### src/design/csmv_pkg.sv
// shared types and constants for the csr sparse matrix-vector multiply block
// no dependencies; imported by every module of the block except csmv_ram

package csmv_pkg;

	// dense vector store
	localparam int VECTOR_DEPTH = 1024;
	localparam int VEC_AW       = $clog2(VECTOR_DEPTH);
	localparam int VAL_W        = 32;

	// input field widths
	localparam int KIND_W = 2;
	localparam int POS_W  = 10;

	// row sums and row numbering
	localparam int      SUM_W     = 64;
	localparam longint  MAX_ROWS  = 65536;
	localparam int      ROW_W     = $clog2(MAX_ROWS);
	localparam int      ROW_NUM_W = 16;

	// front-to-back op queue
	localparam int QUEUE_DEPTH = 4;
	localparam int QPTR_W      = $clog2(QUEUE_DEPTH);
	localparam int QCNT_W      = $clog2(QUEUE_DEPTH + 1);

	typedef enum logic [KIND_W-1:0] {
		KIND_LOAD    = 2'd0,
		KIND_NONZERO = 2'd1,
		KIND_EMPTY   = 2'd2,
		KIND_NEW     = 2'd3
	} kind_t;

	// one classified op handed from front to back
	typedef struct packed {
		kind_t                    kind;
		logic                     last;
		logic signed [SUM_W-1:0]  product;
	} csmv_op_t;

endpackage

### src/design/csmv_queue.sv
// short register queue of classified ops between front and back
// depends on csmv_pkg

module csmv_queue import csmv_pkg::*; (
	input  logic              clk,
	input  logic              arst_n,
	input  logic              push,
	input  csmv_op_t          push_op,
	input  logic              pop,
	output logic              head_valid,
	output csmv_op_t          head_op,
	output logic [QCNT_W-1:0] count
);

	csmv_op_t          entry_q [QUEUE_DEPTH];
	logic [QPTR_W-1:0] wr_ptr_q;
	logic [QPTR_W-1:0] rd_ptr_q;
	logic [QCNT_W-1:0] count_q;

	function automatic logic [QPTR_W-1:0] ptr_next(input logic [QPTR_W-1:0] p);
		if (p == QPTR_W'(QUEUE_DEPTH - 1)) begin
			return '0;
		end
		return p + 1'b1;
	endfunction

	always_ff @(posedge clk or negedge arst_n) begin
		if (!arst_n) begin
			wr_ptr_q <= '0;
			rd_ptr_q <= '0;
			count_q  <= '0;
		end else begin
			if (push) begin
				wr_ptr_q <= ptr_next(wr_ptr_q);
			end
			if (pop) begin
				rd_ptr_q <= ptr_next(rd_ptr_q);
			end
			if (push && !pop) begin
				count_q <= count_q + 1'b1;
			end else if (pop && !push) begin
				count_q <= count_q - 1'b1;
			end
		end
	end

	always_ff @(posedge clk) begin
		if (push) begin
			entry_q[wr_ptr_q] <= push_op;
		end
	end

	assign head_valid = count_q != '0;
	assign head_op    = entry_q[rd_ptr_q];
	assign count      = count_q;

`ifndef SYNTHESIS
	a_no_overflow: assert property (@(posedge clk) disable iff (!arst_n)
		push |-> count_q < QCNT_W'(QUEUE_DEPTH))
		else $error("op queue written while full");

	a_no_underflow: assert property (@(posedge clk) disable iff (!arst_n)
		pop |-> head_valid)
		else $error("op queue read while empty");
`endif

endmodule

### config.mk
export PLATFORM = sky130hd
export DESIGN_NAME = csmv_queue
export DESIGN_NICKNAME = d
export VERILOG_FILES = /design/src/design/csmv_pkg.sv /design/src/design/csmv_queue.sv
export SDC_FILE = /design/constraint.sdc
export NUM_CORES = 1
export LEC_CHECK = 0
export BUFFER_PORTS_ARGS = -buffer_cell sky130_fd_sc_hd__buf_2
export CAP_MARGIN = 20
export CORE_MARGIN = 1
export CORE_UTILIZATION = 38
export CTS_BUF_LIST = sky130_fd_sc_hd__clkbuf_4 sky130_fd_sc_hd__clkbuf_8
export DETAILED_ROUTE_END_ITERATION = 10
export GPL_ROUTABILITY_DRIVEN = 0
export PLACE_DENSITY_LB_ADDON = 0.25
export SYNTH_ARGS = -nofsm -noshare
export SYNTH_HDL_FRONTEND = slang
export SYNTH_SLANG_ARGS = --single-unit
### constraint.sdc
create_clock -name clk -period 7.35 [get_ports clk]
set_input_delay 0 -clock clk [delete_from_list [all_inputs] [get_ports clk]]
set_output_delay 0 -clock clk [all_outputs]
set_load 0.02 [all_outputs]
==> flow_metrics.env <==
export IMPL_run_status="complete, no violations"
export IMPL_powerDensity_nw_per_um2=385
export IMPL_async_reset_ff_share_pct=2.55
export IMPL_place_worst_setup_slack_ps=4770
export IMPL_fmax_ghz=0.331
export IMPL_timing_final_crit_share_pct=41.1
export IMPL_worstMarginPinSlew_ps=1080
export IMPL_slew_viol_final=0
export IMPL_clkSinkCount=275
export IMPL_seq_area_frac_synth_pct=81.5
export IMPL_nets=715
export IMPL_worst_slack_ps=4330
export IMPL_syn2layout_area_growth_pct=28.3
export IMPL_numCtsBuffers=47
export IMPL_avgSynthCellArea_sq_um=26.1
export IMPL_rows=59
export IMPL_min_delay_path_depth=2
export IMPL_start_util_pct=38.7
export IMPL_grt_start_max_net_pins=70
export IMPL_yosysWarnings=0
export IMPL_switching_share_pct=30.2
export IMPL_hold_viol=0
export IMPL_netSwitchingPower_w=0.00150
export IMPL_cp_num_cells=3
export IMPL_rr_endpoint="rd_ptr_q[1]"
export IMPL_crit_path_max_fanout=41
export IMPL_drc=0
export IMPL_die_w_microns=165
export IMPL_cp_start_kind="register"
export IMPL_holdPathEnd="entry_q[2][25]"
export IMPL_die_area_sq_um=27200
export IMPL_drive_gt1_share_pct=43.3
export IMPL_grt_setup_unrepaired="no"
export IMPL_h_tree_depth=2
export IMPL_setup_viol=0
export IMPL_hpwl_microns=9850
export IMPL_cts_root_buffer="clkbuf_8"
export IMPL_multiInputGateArea_sq_um=1730
export IMPL_antenna_found_initial=0
export IMPL_ant_nets=0
export IMPL_syn_instance_count=387
export IMPL_drv_cap=0
export IMPL_fill_cells=2146
export IMPL_grt_first_pass_wirelength_microns=29100
export IMPL_fin_util_pct=49.6
export IMPL_vias=4830
export IMPL_p_comb_share_pct=26.7
export IMPL_diodes=0
export IMPL_p_leak_nw=4.51
export IMPL_crit_family="buffers and inverters"
export IMPL_hold_class="in -> reg"
export IMPL_ir_drop_mv=0.362
export IMPL_synth_nets=465
export IMPL_drt_iter0_markers=301
export IMPL_clkTransAtPathRegs_ps=60
export IMPL_grt_pass1_vias=5469
export IMPL_seqPwrFrac_pct=44.1
export IMPL_synth_edff_count=268
export IMPL_yosysUniqueCellTypes=21
export IMPL_ff2ff_setup_slack_ps=4960
export IMPL_setup_tns_ps=0
export IMPL_io_pins=142
export IMPL_slowest_stage="dfrtp_4"
export IMPL_cp_data_arrival_time_ps=3020
export IMPL_internal_power_w=0.00348
export IMPL_path_buf_inv=2
export IMPL_fin_crit_ps=3020
export IMPL_track_usage_pct=14.4
export IMPL_skew_ps=9.60
export IMPL_fp_coreArea_sq_um=26100
export IMPL_die_h_microns=165
export IMPL_min_delay_start="push_op[25]"
export IMPL_clock_latency_ps=540
export IMPL_routed_via_density=4.79
export IMPL_cp_slowest_stage_delay_ps=830
export IMPL_p_clk_share_pct=29.2
export IMPL_overflow=0
export IMPL_synth_ff_type="edfxtp_1"
export IMPL_ys_ff_latch=275
export IMPL_r2r_cells=3
export IMPL_cts_tree="built"
export IMPL_port_buffers=141
export IMPL_worstSetupPathType="reg -> out"
export IMPL_cts_buffer_depth=3
export IMPL_syn_area_sq_um=10100
export IMPL_finalPower_w=0.00498
export IMPL_required_ps=7350
export IMPL_wl_per_cell_microns=18.8
export IMPL_r2r_start="rd_ptr_q[0]"
export IMPL_drtPass1Iterations=4
export IMPL_end_kind="primary output"
export IMPL_worst_hold_slack_ps=212
export IMPL_layout_area_seq_sq_um=8230
export IMPL_crit_chain="buf_4, mux4_2, buf_2"
export IMPL_drt_wl_total_microns=19000
export IMPL_maxSlewHeadroom_pct=28.3
[repair_timing]
action | 4_1_cts | 5_1_grt
setup buffers | 0 | 0
gates resized for setup | 0 | 0
endpoints found under the hold margin | 280 | 0
setup endpoints to repair | 0 | 0
hold buffers | 71 | 0
[worst max path at each step]
stage,from,endpoint,slack [ps]
after CTS,rd_ptr_q[0],head_op[28],4180
after floorplan,wr_ptr_q[0],entry_q[2][0],4720
after detailed placement,rd_ptr_q[0],head_op[28],4770
after global placement,rd_ptr_q[0],head_op[28],4760
after global routing,rd_ptr_q[0],head_op[28],4030
final,rd_ptr_q[0],head_op[28],4330
[metal layers]
metal  up-vias  share of wire (%)  global-route usage [%]
met5         -                  0                       0
met1      2487                 42                    17.5
met2       129                 51                    24.6
met4         0                2.3                    5.80
li1       2173                  -                       -
met3        41                4.8                    3.31
[registers in the layout, summed over array words and instances (netlist names)]
register	flops
wr_ptr_q	2
entry_q	268
rd_ptr_q	2
count	3
[Yosys cell counts (2+ instances only)]
cell,number,area (sq um)
and2_1,4,25.0
mux4_2,67,1510
buf_2,5,25.0
nand2_1,2,7.51
dfrtp_1,7,175
buf_12,2,40.0
buf_4,5,37.5
edfxtp_1,268,8050
mux2_2,2,22.5
inv_1,4,15.0
nor2_1,2,7.51
clkbuf_1,3,11.3
o21ai_0,2,10.0
ha_1,6,75.1
xor2_1,2,17.5
[kinds of logic after synthesis]
logic type,count (synthesis),share of synthesized area (%)
buf+inv,20,1.39
compound gates,3,0.174
simple gates,10,0.509
mux,69,15.2
xor+xnor,3,0.261
flops,275,81.5
fa+ha+maj,7,0.943
[layout make-up]
| cell class | count | area share [%] |
|---|---|---|
| repair buffers | 217 | 11.7 |
| clock buffers | 60 | 6.05 |
| multi-input cells | 92 | 13.4 |
| clock inverters | 26 | 1.85 |
| flip-flops and latches | 275 | 63.6 |
| well taps | 335 | 3.24 |
| inverters | 4 | 0.116 |
[through the flow]
step | std cells | cell area (sq um)
after detailed placement | 848 | 11100
after global routing | 1009 | 12900
after floorplan | 387 | 10100
final | 1009 | 12900
after global placement | 848 | 11100
after CTS | 1005 | 12800
[cells in the final DEF, fill, tap and decap left out]
master and count:
edfxtp_1 268, buf_2 141, dlygate4sd3_1 71, mux4_2 67, clkbuf_8 53, clkinv_1 15
clkbuf_4 7, ha_1 6, clkinv_2 5, bufinv_16 5, dfrtp_1 5, inv_1 4
and2_4 4, mux2_2 2, nor2_1 2, nand2_1 2, o21ai_0 2, xor2_1 2
buf_12 2, buf_16 2, dfrtp_4 2, or3_1 1, xnor2_1 1, nor3_1 1
a21o_1 1, fa_1 1, clkinvlp_4 1, buf_4 1
[power by group through the flow]
stage	combinational (W)	sequential [W]	clock (W)
2_1_floorplan	0.00102	0.00211	0
3_3_place_gp	0.00129	0.00224	0
3_5_place_dp	0.00130	0.00225	0
4_1_cts	0.00134	0.00222	0.00150
5_1_grt	0.00142	0.00224	0.00156
6_report	0.00133	0.00220	0.00146
(Power assumes the default switching activity.)
