--- config.mk ---
export PLATFORM = sky130hd
export DESIGN_NAME = csmv_back
export DESIGN_NICKNAME = d
export VERILOG_FILES = /design/src/design/csmv_pkg.sv /design/src/design/csmv_back.sv
export SDC_FILE = /design/constraint.sdc
export NUM_CORES = 1
export LEC_CHECK = 0
export BUFFER_PORTS_ARGS = -buffer_cell sky130_fd_sc_hd__buf_2
export CELL_PAD_IN_SITES_DETAIL_PLACEMENT = 1
export CELL_PAD_IN_SITES_GLOBAL_PLACEMENT = 1
export CORE_MARGIN = 4
export CORE_UTILIZATION = 40
export DETAILED_ROUTE_END_ITERATION = 8
export GPL_ROUTABILITY_DRIVEN = 0
export PLACE_DENSITY_LB_ADDON = 0.1
export SLEW_MARGIN = 30
export SYNTH_ARGS = -nofsm -noshare
export SYNTH_HDL_FRONTEND = slang
export SYNTH_SLANG_ARGS = --single-unit
--- constraint.sdc ---
create_clock -name clk -period 5 [get_ports clk]
set_input_delay 0.5 -clock clk [delete_from_list [all_inputs] [get_ports clk]]
set_output_delay 0.5 -clock clk [all_outputs]
set_load 0.02 [all_outputs]
--- src/design/csmv_pkg.sv ---
// shared types and constants for the csr sparse matrix-vector multiply block
// no dependencies; imported by every module of the block except csmv_ram

package csmv_pkg;

	// dense vector store
	localparam int VECTOR_DEPTH = 1024;
	localparam int VEC_AW       = $clog2(VECTOR_DEPTH);
	localparam int VAL_W        = 32;

	// input field widths
	localparam int KIND_W = 2;
	localparam int POS_W  = 10;

	// row sums and row numbering
	localparam int      SUM_W     = 64;
	localparam longint  MAX_ROWS  = 65536;
	localparam int      ROW_W     = $clog2(MAX_ROWS);
	localparam int      ROW_NUM_W = 16;

	// front-to-back op queue
	localparam int QUEUE_DEPTH = 4;
	localparam int QPTR_W      = $clog2(QUEUE_DEPTH);
	localparam int QCNT_W      = $clog2(QUEUE_DEPTH + 1);

	typedef enum logic [KIND_W-1:0] {
		KIND_LOAD    = 2'd0,
		KIND_NONZERO = 2'd1,
		KIND_EMPTY   = 2'd2,
		KIND_NEW     = 2'd3
	} kind_t;

	// one classified op handed from front to back
	typedef struct packed {
		kind_t                    kind;
		logic                     last;
		logic signed [SUM_W-1:0]  product;
	} csmv_op_t;

endpackage

--- src/design/csmv_back.sv ---
// back end: saturating row accumulation, row counting and the result register
// depends on csmv_pkg

module csmv_back import csmv_pkg::*; (
	input  logic                    clk,
	input  logic                    arst_n,
	input  logic                    head_valid,
	input  csmv_op_t                head_op,
	output logic                    pop,
	output logic                    out_valid,
	input  logic                    out_stall,
	output logic signed [SUM_W-1:0] row_sum,
	output logic [ROW_NUM_W-1:0]    row_number
);

	localparam logic signed [SUM_W-1:0] SUM_MAX = {1'b0, {(SUM_W - 1){1'b1}}};
	localparam logic signed [SUM_W-1:0] SUM_MIN = {1'b1, {(SUM_W - 1){1'b0}}};

	logic signed [SUM_W-1:0] sum_q;
	logic [ROW_W-1:0]        row_cnt_q;
	logic [ROW_W-1:0]        row_cnt_next;
	logic                    out_valid_q;
	logic signed [SUM_W-1:0] row_sum_q;
	logic [ROW_NUM_W-1:0]    row_number_q;

	logic [SUM_W:0]          sum_wide;
	logic signed [SUM_W-1:0] sat_sum;
	logic signed [SUM_W-1:0] emit_sum;
	logic                    emits;

	always_comb begin
		sum_wide = {sum_q[SUM_W-1], sum_q} + {head_op.product[SUM_W-1], head_op.product};
		if (sum_wide[SUM_W] != sum_wide[SUM_W-1]) begin
			sat_sum = sum_wide[SUM_W] ? SUM_MIN : SUM_MAX;
		end else begin
			sat_sum = sum_wide[SUM_W-1:0];
		end
	end

	assign emits = head_valid && (head_op.kind == KIND_EMPTY
		|| (head_op.kind == KIND_NONZERO && head_op.last));
	assign emit_sum = (head_op.kind == KIND_NONZERO) ? sat_sum : sum_q;
	// a row-ending op waits only when the result register is held
	assign pop = head_valid && (!emits || !out_valid_q || !out_stall);
	assign row_cnt_next = (row_cnt_q == ROW_W'(MAX_ROWS - 1)) ? '0 : row_cnt_q + 1'b1;

	always_ff @(posedge clk or negedge arst_n) begin
		if (!arst_n) begin
			out_valid_q <= 1'b0;
			sum_q       <= '0;
			row_cnt_q   <= '0;
		end else begin
			if (out_valid_q && !out_stall) begin
				out_valid_q <= 1'b0;
			end
			if (pop) begin
				unique case (head_op.kind)
					KIND_NONZERO: begin
						if (head_op.last) begin
							sum_q       <= '0;
							row_cnt_q   <= row_cnt_next;
							out_valid_q <= 1'b1;
						end else begin
							sum_q <= sat_sum;
						end
					end
					KIND_EMPTY: begin
						sum_q       <= '0;
						row_cnt_q   <= row_cnt_next;
						out_valid_q <= 1'b1;
					end
					KIND_NEW: begin
						sum_q     <= '0;
						row_cnt_q <= '0;
					end
					KIND_LOAD: begin
						// loads never reach the queue
					end
				endcase
			end
		end
	end

	always_ff @(posedge clk) begin
		if (pop && emits) begin
			row_sum_q    <= emit_sum;
			row_number_q <= ROW_NUM_W'(row_cnt_q);
		end
	end

	assign out_valid  = out_valid_q;
	assign row_sum    = row_sum_q;
	assign row_number = row_number_q;

`ifndef SYNTHESIS
	a_emit_shows: assert property (@(posedge clk) disable iff (!arst_n)
		pop && emits |=> out_valid_q)
		else $error("finished row did not reach the result register");

	a_new_clears: assert property (@(posedge clk) disable iff (!arst_n)
		pop && head_op.kind == KIND_NEW |=> sum_q == '0 && row_cnt_q == '0)
		else $error("matrix start did not clear sum and row count");
`endif

endmodule

==> results of run 1 <==
-- power by group --
part	internal (mW)	switching (mW)	total (mW)	leakage, nW
Clock	0.684	0.702	1.39	0.293
Combinational	1.04	1.86	2.90	3.48
Sequential	1.65	0.163	1.81	1.83
Total	3.37	2.73	6.09	5.60
-- Yosys cell counts, types with 9 or more instances --
master / n / area (sq um)
a211oi_1: 14 / 105
a21o_1: 18 / 135
a21oi_1: 153 / 766
and3_1: 9 / 56.3
buf_2: 18 / 90.1
clkbuf_1: 42 / 158
dfrtp_1: 81 / 2030
edfxtp_1: 80 / 2400
ha_1: 69 / 863
inv_1: 30 / 113
nand2_1: 156 / 586
nand3_1: 20 / 100
nand4_1: 21 / 131
nor2_1: 121 / 454
nor3_1: 18 / 90.1
nor4_1: 9 / 56.3
o211ai_1: 14 / 105
o211ai_2: 32 / 400
o21a_1: 14 / 105
o21ai_0: 85 / 425
o21ai_1: 16 / 80.1
o22a_1: 30 / 263
o31ai_1: 14 / 105
xnor2_1: 32 / 280
xor2_1: 28 / 245
-- through the flow --
| stage | total power, mW | utilization |
|---|---|---|
| 3_3_place_gp | 4.62 | 0.444 |
| 4_1_cts | 6.11 | 0.467 |
| 2_1_floorplan | 3.92 | - |
| 5_1_grt | 6.51 | 0.467 |
| 3_5_place_dp | 4.70 | 0.445 |
| 6_report | 6.09 | 0.467 |
-- tightest hold or removal path: stages --
cell	delay, ns
buf_2	0.12
nand2_1	0.05
a21oi_1	0.07
-- sequential cells by signal (all words and copies together), names as in the netlist --
signal / flops
row_sum: 64
row_cnt_q: 16
sum_q: 64
out_valid: 1
row_number: 16
-- kinds of logic (layout without fill, tap and decap cells) --
group / Yosys count / after routing / share of synthesized area
AOI/OAI and AO/OA: 472 / 472 / 0.283
and+or+nand+nor: 390 / 390 / 0.154
DFF: 161 / 161 / 0.389
buffers and inverters: 106 / 232 / 0.0437
adders and majority gates: 70 / 70 / 0.0776
xor gates and xnor gates: 60 / 60 / 0.0461
muxes: 5 / 5 / 0.00670
-- area by class of cell --
type | count | share of cell area
clock inverters | 15 | 0.0142
multi-input cells | 997 | 0.497
flip-flops and latches | 161 | 0.340
inverters | 30 | 0.00864
repair buffers | 170 | 0.0716
well taps | 378 | 0.0363
clock buffers | 17 | 0.0326
-- path summary, 6_finish.rpt --
path	to	slack (ns)	cells past startpoint
max	sum_q[20]	0.73	14
max in group asynchronous	sum_q[28]	3.30	3
min in group asynchronous	row_cnt_q[5]	0.55	2
min reg2reg	sum_q[39]	0.52	2
min	out_valid	0.35	3
max reg2reg	sum_q[20]	0.73	14
-- layer usage --
metal  global-route usage  vias up
li1                     -     4921
met1                0.325     5213
met2                0.412      254
met3               0.0280       63
met4               0.0754        0
met5                    0        -
==> flow_summary.json, run 1 <==
{
  "critPathMaxFanout": 32,
  "r2r_start": "sum_q[0]",
  "hold_violations": 0,
  "dr.pass1.iters": 5,
  "synth_warnings": 0,
  "dieArea_sq_um": 31200,
  "synth-seq-area-share": 0.389,
  "met3WireLength_mm": 1.23,
  "maxSlewViolCount": 0,
  "setup_viol": 0,
  "final_common_cell": "nand2_1",
  "cp-end-kind": "flip-flop",
  "synth.avg_cell_area_sq_um": 9.01,
  "fillers": 3329,
  "async_flop_share": 0.503,
  "dp_hpwl_mm": 28.7,
  "critPathLaunch": "sum_q[0]",
  "diodes": 0,
  "powerDensity_nw_per_um2": 467,
  "hold_class": "primary input to flip-flop",
  "final_cell_mix": "156 x nand2_1, 153 x a21oi_1, 151 x buf_2",
  "syn_nets": 1405,
  "grt_pass1_vias": 10900,
  "fin_crit_sh": 0.854,
  "slowest_stage": "nand3_1",
  "clockRootBuffer": "clkbuf_16",
  "layout-drive-gt1-share": 0.193,
  "syn_to_final_growth_pct": 14.5,
  "ir_drop_mv": 0.232,
  "drv_cap": 0,
  "start_util": 0.408,
  "avgRoutedWirePerCell_um": 21.6,
  "pre_cts_slack_ns": 0.542,
  "crit_type": "flip-flop to flip-flop",
  "clock_skew_ns": 0.0159,
  "tightest_slew_ns": 0.983,
  "antenna_found_initial": 0,
  "crit_family": "compound AO/OA/AOI/OAI gates",
  "grtUsageTotal": 0.242,
  "post-route-min-period_ns": 4.27,
  "synth.cell_area_sq_um": 11400,
  "cp_num_buf_inv": 2,
  "arrival_ns": 4.59,
  "relSlewSlack": 0.345,
  "core_sq_um": 27900,
  "synth.distinct_cells": 79,
  "rows": 61,
  "wl_met1_mm": 17.6,
  "fmax_mhz": 234,
  "power.leakage_nw": 5.60,
  "ios": 153,
  "port_buffers": 152,
  "die_width_um": 177,
  "dr_wl_met2_mm": 18.3,
  "die-height_um": 177,
  "critPathLaunchType": "flip-flop",
  "finalNonFillerCells": 1768,
  "vias_per_cell": 5.91,
  "regArea_sq_um": 4430,
  "numClockSinks": 161,
  "synth-edff-count": 80,
  "synth_ff_type": "dfrtp_1",
  "grt_max_degree": 83,
  "post-cts-setup-buffers": 0,
  "cp_data_required_time_ns": 5.32,
  "gr-total-overflow": 0,
  "synth_cells": 1264,
  "cts_resized": 0,
  "insertion_delay_ns": 0.44,
  "status": "completed",
  "worstHoldStart": "head_valid",
  "grt_first_pass_wirelength_mm": 60.5,
  "holdWs_ns": 0.349,
  "top_layer": "met4",
  "vias": 10500,
  "cts_tree": "yes",
  "critical_path.max_stage_delay_ns": 0.54,
  "drt_iter0_drc": 642,
  "ys_ff_latch": 161,
  "multi_input_area_sq_um": 6480,
  "dp_cells": 1735,
  "cts_buffers": 17,
  "ant_nets": 0,
  "drc_errors": 0,
  "rsz0062_at_grt": "false",
  "clk_pin_slew_ns": 0.08,
  "htree_num_levels": 4,
  "setup_ws_ns": 0.730,
  "cts-hold-fix-buffers": 1,
  "fin_tns_setup_ns": 0,
  "wl_mm": 38.1,
  "dpl_cell_area_sq_um": 12400,
  "nets": 1518,
  "cts.path.max_buffers": 2,
  "crit_chain": "ha_1 > inv_1 > fa_1 > nor2b_1 > o31ai_1 > a21o_1 > a2111oi_4 > nor3_2 > o21ai_2 > nand3_1 > mux2i_4 > buf_4 > nor2_1 > a221o_1",
  "design_area_sq_um": 13000
}
(Power assumes the default switching activity.)
==> run 2, diff against run 1 <==
--- a/config.mk
+++ b/config.mk
@@ -11,7 +11,8 @@
 export CORE_MARGIN = 4
 export CORE_UTILIZATION = 40
 export DETAILED_ROUTE_END_ITERATION = 8
-export GPL_ROUTABILITY_DRIVEN = 0
+export GPL_ROUTABILITY_DRIVEN = 1
+export MAX_ROUTING_LAYER = met4
 export PLACE_DENSITY_LB_ADDON = 0.1
 export SLEW_MARGIN = 30
 export SYNTH_ARGS = -nofsm -noshare
==> flow_summary.json, run 2 (synthesis results as in run 1) <==
{
  "status": "completed",
  "ant_nets": 0,
  "dp_hpwl_mm": 28.6,
  "die_width_um": 177,
  "pre_cts_slack_ns": 0.495,
  "drv_cap": 0,
  "post-route-min-period_ns": 4.29,
  "grt_first_pass_wirelength_mm": 60.5,
  "dpl_cell_area_sq_um": 12400,
  "avgRoutedWirePerCell_um": 21.4,
  "hold_class": "primary input to async pin",
  "use_met3": 0.0316,
  "cts_tree": "yes",
  "clockRootBuffer": "clkbuf_16",
  "crit_chain": "ha_1 > inv_1 > fa_1 > nor2b_1 > o31ai_1 > a21o_1 > a2111oi_4 > nor3_2 > o21ai_2 > nand3_1 > mux2i_4 > buf_4 > nor2_1 > a221o_1",
  "critPathLaunch": "sum_q[0]",
  "post-cts-setup-buffers": 0,
  "fmax_mhz": 233,
  "r2r_start": "sum_q[0]",
  "die-height_um": 177,
  "slowest_stage": "nand3_1",
  "clk_pin_slew_ns": 0.08,
  "finalNonFillerCells": 1766,
  "nets": 1516,
  "insertion_delay_ns": 0.45,
  "critPathMaxFanout": 32,
  "ios": 153,
  "setup_viol": 0,
  "dr.pass1.iters": 4,
  "relSlewSlack": 0.376,
  "gr-total-overflow": 0,
  "powerDensity_nw_per_um2": 468,
  "fin_crit_sh": 0.858,
  "dp_cells": 1733,
  "met2_usage": 0.397,
  "htree_num_levels": 4,
  "numClockSinks": 161,
  "rows": 61,
  "cp_data_required_time_ns": 5.32,
  "critPathLaunchType": "flip-flop",
  "routabilityCongestion": 0.916,
  "use_met1": 0.342,
  "rsz0062_at_grt": "false",
  "antenna_found_initial": 0,
  "grt_max_degree": 83,
  "wl_mm": 37.8,
  "vias": 10300,
  "final_util": 0.467,
  "grt_pass1_vias": 10700,
  "cts.path.max_buffers": 2,
  "drc_errors": 0,
  "cts_buffers": 17,
  "start_util": 0.408,
  "ir_drop_mv": 0.199,
  "layout-drive-gt1-share": 0.192,
  "vias_per_cell": 5.83,
  "diodes": 0,
  "cp-end-kind": "flip-flop",
  "cp_num_buf_inv": 2,
  "dieArea_sq_um": 31200,
  "crit_type": "flip-flop to flip-flop",
  "power.leakage_nw": 5.60,
  "design_area_sq_um": 13000,
  "arrival_ns": 4.61,
  "maxSlewViolCount": 0,
  "critical_path.max_stage_delay_ns": 0.49,
  "crit_family": "compound AO/OA/AOI/OAI gates",
  "hold_violations": 0,
  "cts_resized": 0,
  "syn_to_final_growth_pct": 14.5,
  "tightest_slew_ns": 0.936,
  "grtUsageTotal": 0.252,
  "drt_iter0_drc": 576,
  "fin_tns_setup_ns": 0,
  "reg2reg_setup_slack_ns": 0.71,
  "port_buffers": 152,
  "grt.busiest_layer": "met2",
  "core_sq_um": 27900,
  "setup_ws_ns": 0.708,
  "cts-hold-fix-buffers": 0,
  "clock_skew_ns": 0.0195,
  "final_cell_mix": "156 x nand2_1, 153 x a21oi_1, 151 x buf_2",
  "final_common_cell": "nand2_1"
}
[run 2: changes by cell type in the layout (fill, tap and decap cells not counted)]
cell,before,now
clkinv_8,5,8
inv_8,4,2
buf_4,16,15
clkinv_4,1,2
clkinvlp_4,1,0
dlygate4sd3_1,1,0
inv_6,3,2
[run 2: per-layer routing]
metal	part of all wire	routed length (um)
met2	0.47	17800
met3	0.030	1140
met4	0.027	1010
met1	0.47	17900
met5	0	0
[run 2: final timing paths]
path | depth (start not counted) | end
min reg2reg | 0 | row_number[14]
max in group asynchronous | 2 | sum_q[26]
max | 14 | sum_q[20]
min in group clk | 3 | out_valid
max reg2reg | 14 | sum_q[20]
min | 1 | row_cnt_q[5]
[run 2: power breakdown]
part	internal (mW)	switching [mW]
sequential	1.65	0.168
clock	0.688	0.710
combinational	1.03	1.86
total	3.37	2.74
[run 2: final cells by class]
type | instances | area [sq um]
repair buffers | 168 | 916
clock buffers | 17 | 425
fillers | 3266 | 14900
multi-input cells | 997 | 6480
well taps | 378 | 473
flip-flops and latches | 161 | 4430
clock inverters | 15 | 204
inverters | 30 | 113
[run 2: per-stage QoR]
stage               hold slack [ns]  power (mW)
floorplan                     0.204        3.92
global placement              0.489        4.64
detailed placement            0.499        4.70
CTS                          0.0248        6.12
global route                 0.0424        6.52
finish                       0.0130        6.10
[run 2: worst reg2reg max path, stage by stage, from the launching register on]
cell and delay [ns]:
dfrtp_1 0.38, ha_1 0.21, inv_1 0.07, fa_1 0.40, nor2b_1 0.17, o31ai_1 0.14
a21o_1 0.27, a2111oi_4 0.35, nor3_2 0.15, o21ai_2 0.28, nand3_1 0.49, mux2i_4 0.30
buf_4 0.45, nor2_1 0.16, a221o_1 0.35
==> run 3, diff against run 2 <==
--- a/config.mk
+++ b/config.mk
@@ -6,6 +6,7 @@
 export NUM_CORES = 1
 export LEC_CHECK = 0
 export BUFFER_PORTS_ARGS = -buffer_cell sky130_fd_sc_hd__buf_2
+export CAP_MARGIN = 20
 export CELL_PAD_IN_SITES_DETAIL_PLACEMENT = 1
 export CELL_PAD_IN_SITES_GLOBAL_PLACEMENT = 1
 export CORE_MARGIN = 4
@@ -13,7 +14,7 @@
 export DETAILED_ROUTE_END_ITERATION = 8
 export GPL_ROUTABILITY_DRIVEN = 1
 export MAX_ROUTING_LAYER = met4
-export PLACE_DENSITY_LB_ADDON = 0.1
+export PLACE_DENSITY = 0.82
 export SLEW_MARGIN = 30
 export SYNTH_ARGS = -nofsm -noshare
 export SYNTH_HDL_FRONTEND = slang
==> constraint.sdc (replaced) <==
create_clock -name clk -period 4.85 [get_ports clk]
set_input_delay 0.485 -clock clk [delete_from_list [all_inputs] [get_ports clk]]
set_output_delay 0.485 -clock clk [all_outputs]
set_load 0.02 [all_outputs]
==> flow_summary.json, run 3 (synthesis results as in run 1) <==
{
  "status": "completed",
  "cts-hold-fix-buffers": 0,
  "maxSlewViolCount": 0,
  "internal-power_mw": 3.49,
  "numClockSinks": 161,
  "power.leakage_nw": 5.62,
  "crit_type": "flip-flop to flip-flop",
  "cts_resized": 0,
  "clockRootBuffer": "clkbuf_16",
  "design_area_sq_um": 13100,
  "setup_viol": 0,
  "tightest_slew_ns": 0.965,
  "nets": 1520,
  "antenna_found_initial": 1,
  "p_seq_frac": 0.295,
  "grt_max_degree": 83,
  "pwr-share-clk": 0.227,
  "final_common_cell": "nand2_1",
  "syn_to_final_growth_pct": 14.7,
  "regArea_sq_um": 4430,
  "swShare": 0.450,
  "start_util": 0.408,
  "core_sq_um": 27900,
  "drt_iter0_drc": 643,
  "clock_skew_ns": 0.0143,
  "fin_tns_setup_ns": 0,
  "setup_ws_ns": 0.716,
  "drv_cap": 0,
  "vias": 10700,
  "fin_crit_sh": 0.852,
  "dr.pass1.iters": 5,
  "relSlewSlack": 0.356,
  "layout-drive-gt1-share": 0.195,
  "dieArea_sq_um": 31200,
  "hold_class": "primary input to async pin",
  "drc_errors": 0,
  "port_buffers": 152,
  "avgRoutedWirePerCell_um": 22.2,
  "vias_per_cell": 6.02,
  "critPathLaunchType": "flip-flop",
  "ir_drop_mv": 0.295,
  "ant_nets": 0,
  "dpl_cell_area_sq_um": 12400,
  "critPathMaxFanout": 32,
  "arrival_ns": 4.49,
  "gr-total-overflow": 0,
  "ios": 153,
  "final_cell_mix": "156 x nand2_1, 153 x a21oi_1, 151 x buf_2",
  "grt_pass1_vias": 11200,
  "post-route-min-period_ns": 4.13,
  "grt_first_pass_wirelength_mm": 62.3,
  "insertion_delay_ns": 0.45,
  "cp-end-kind": "flip-flop",
  "fmax_mhz": 242,
  "routabilityCongestion": 0.925,
  "multi_input_area_sq_um": 6480,
  "post-cts-setup-buffers": 0,
  "rows": 61,
  "htree_num_levels": 4,
  "wl_mm": 39.2,
  "fillers": 3336,
  "clk_pin_slew_ns": 0.08,
  "grtUsageTotal": 0.258,
  "rsz0062_at_grt": "false",
  "net-switching-power_mw": 2.85,
  "cts_tree": "yes",
  "hold_violations": 0,
  "pre_cts_slack_ns": 0.578,
  "die_width_um": 177,
  "cts.path.max_buffers": 2,
  "dp_hpwl_mm": 29.2,
  "powerDensity_nw_per_um2": 485,
  "cts_buffers": 17,
  "die-height_um": 177,
  "cp_data_required_time_ns": 5.21,
  "power_frac_comb": 0.479
}
==> run 3: metal layers <==
layer  global-route usage  wire, um
met5                    -         0
met4               0.0851      1160
met3               0.0357      1660
met2                0.423     19200
met1                0.331     17200
==> run 3: final timing paths <==
check | startpoint | endpoint | slack (ns) | cells past startpoint
worst max-delay path | sum_q[30] | sum_q[12] | 0.72 | 11
worst min-delay path | arst_n | sum_q[19] | 0.10 | 1
worst max register to register | sum_q[30] | sum_q[12] | 0.72 | 11
worst min register to register | row_cnt_q[1] | row_number[1] | 0.52 | 0
max in group asynchronous | arst_n | sum_q[26] | 3.83 | 2
min in group clk | head_valid | out_valid | 0.31 | 3
==> run 3: metrics by stage <==
| step | hold slack (ns) | instances | util | power, mW |
|---|---|---|---|---|
| after floorplan | 0.189 | 1264 | - | 4.04 |
| after global placement | 0.478 | 1738 | 0.445 | 4.76 |
| after detailed placement | 0.490 | 1738 | 0.445 | 4.87 |
| after CTS | 0.162 | 1770 | 0.468 | 6.35 |
| after global routing | 0.192 | 1771 | 0.468 | 6.76 |
| final | 0.103 | 1771 | 0.468 | 6.34 |
==> run 3: area by class of cell <==
type / count / share of cell area
Antenna cell: 1 / 0.000192
Clock buffer: 17 / 0.0326
Clock inverter: 15 / 0.0156
Inverter: 30 / 0.00862
Multi-Input combinational cell: 997 / 0.496
Sequential cell: 161 / 0.339
Tap cell: 378 / 0.0362
Timing Repair Buffer: 172 / 0.0718
==> run 3: power by group through the flow <==
| stage | Sequential, mW | Clock (mW) | Combinational (mW) |
|---|---|---|---|
| 2_1_floorplan | 1.91 | 0 | 2.13 |
| 3_3_place_gp | 1.88 | 0 | 2.88 |
| 3_5_place_dp | 1.89 | 0 | 2.98 |
| 4_1_cts | 1.87 | 1.47 | 3.02 |
| 5_1_grt | 1.89 | 1.52 | 3.34 |
| 6_report | 1.87 | 1.44 | 3.04 |
==> run 3: critical path, stage by stage (launching register included) <==
cell,delay (ns)
dfrtp_1,0.42
ha_1,0.39
a21oi_1,0.32
o21ai_0,0.29
a22oi_1,0.27
a21oi_1,0.21
a22o_1,0.29
o21a_4,0.25
nor3_4,0.42
a21o_1,0.48
nand2_4,0.48
o211ai_2,0.21
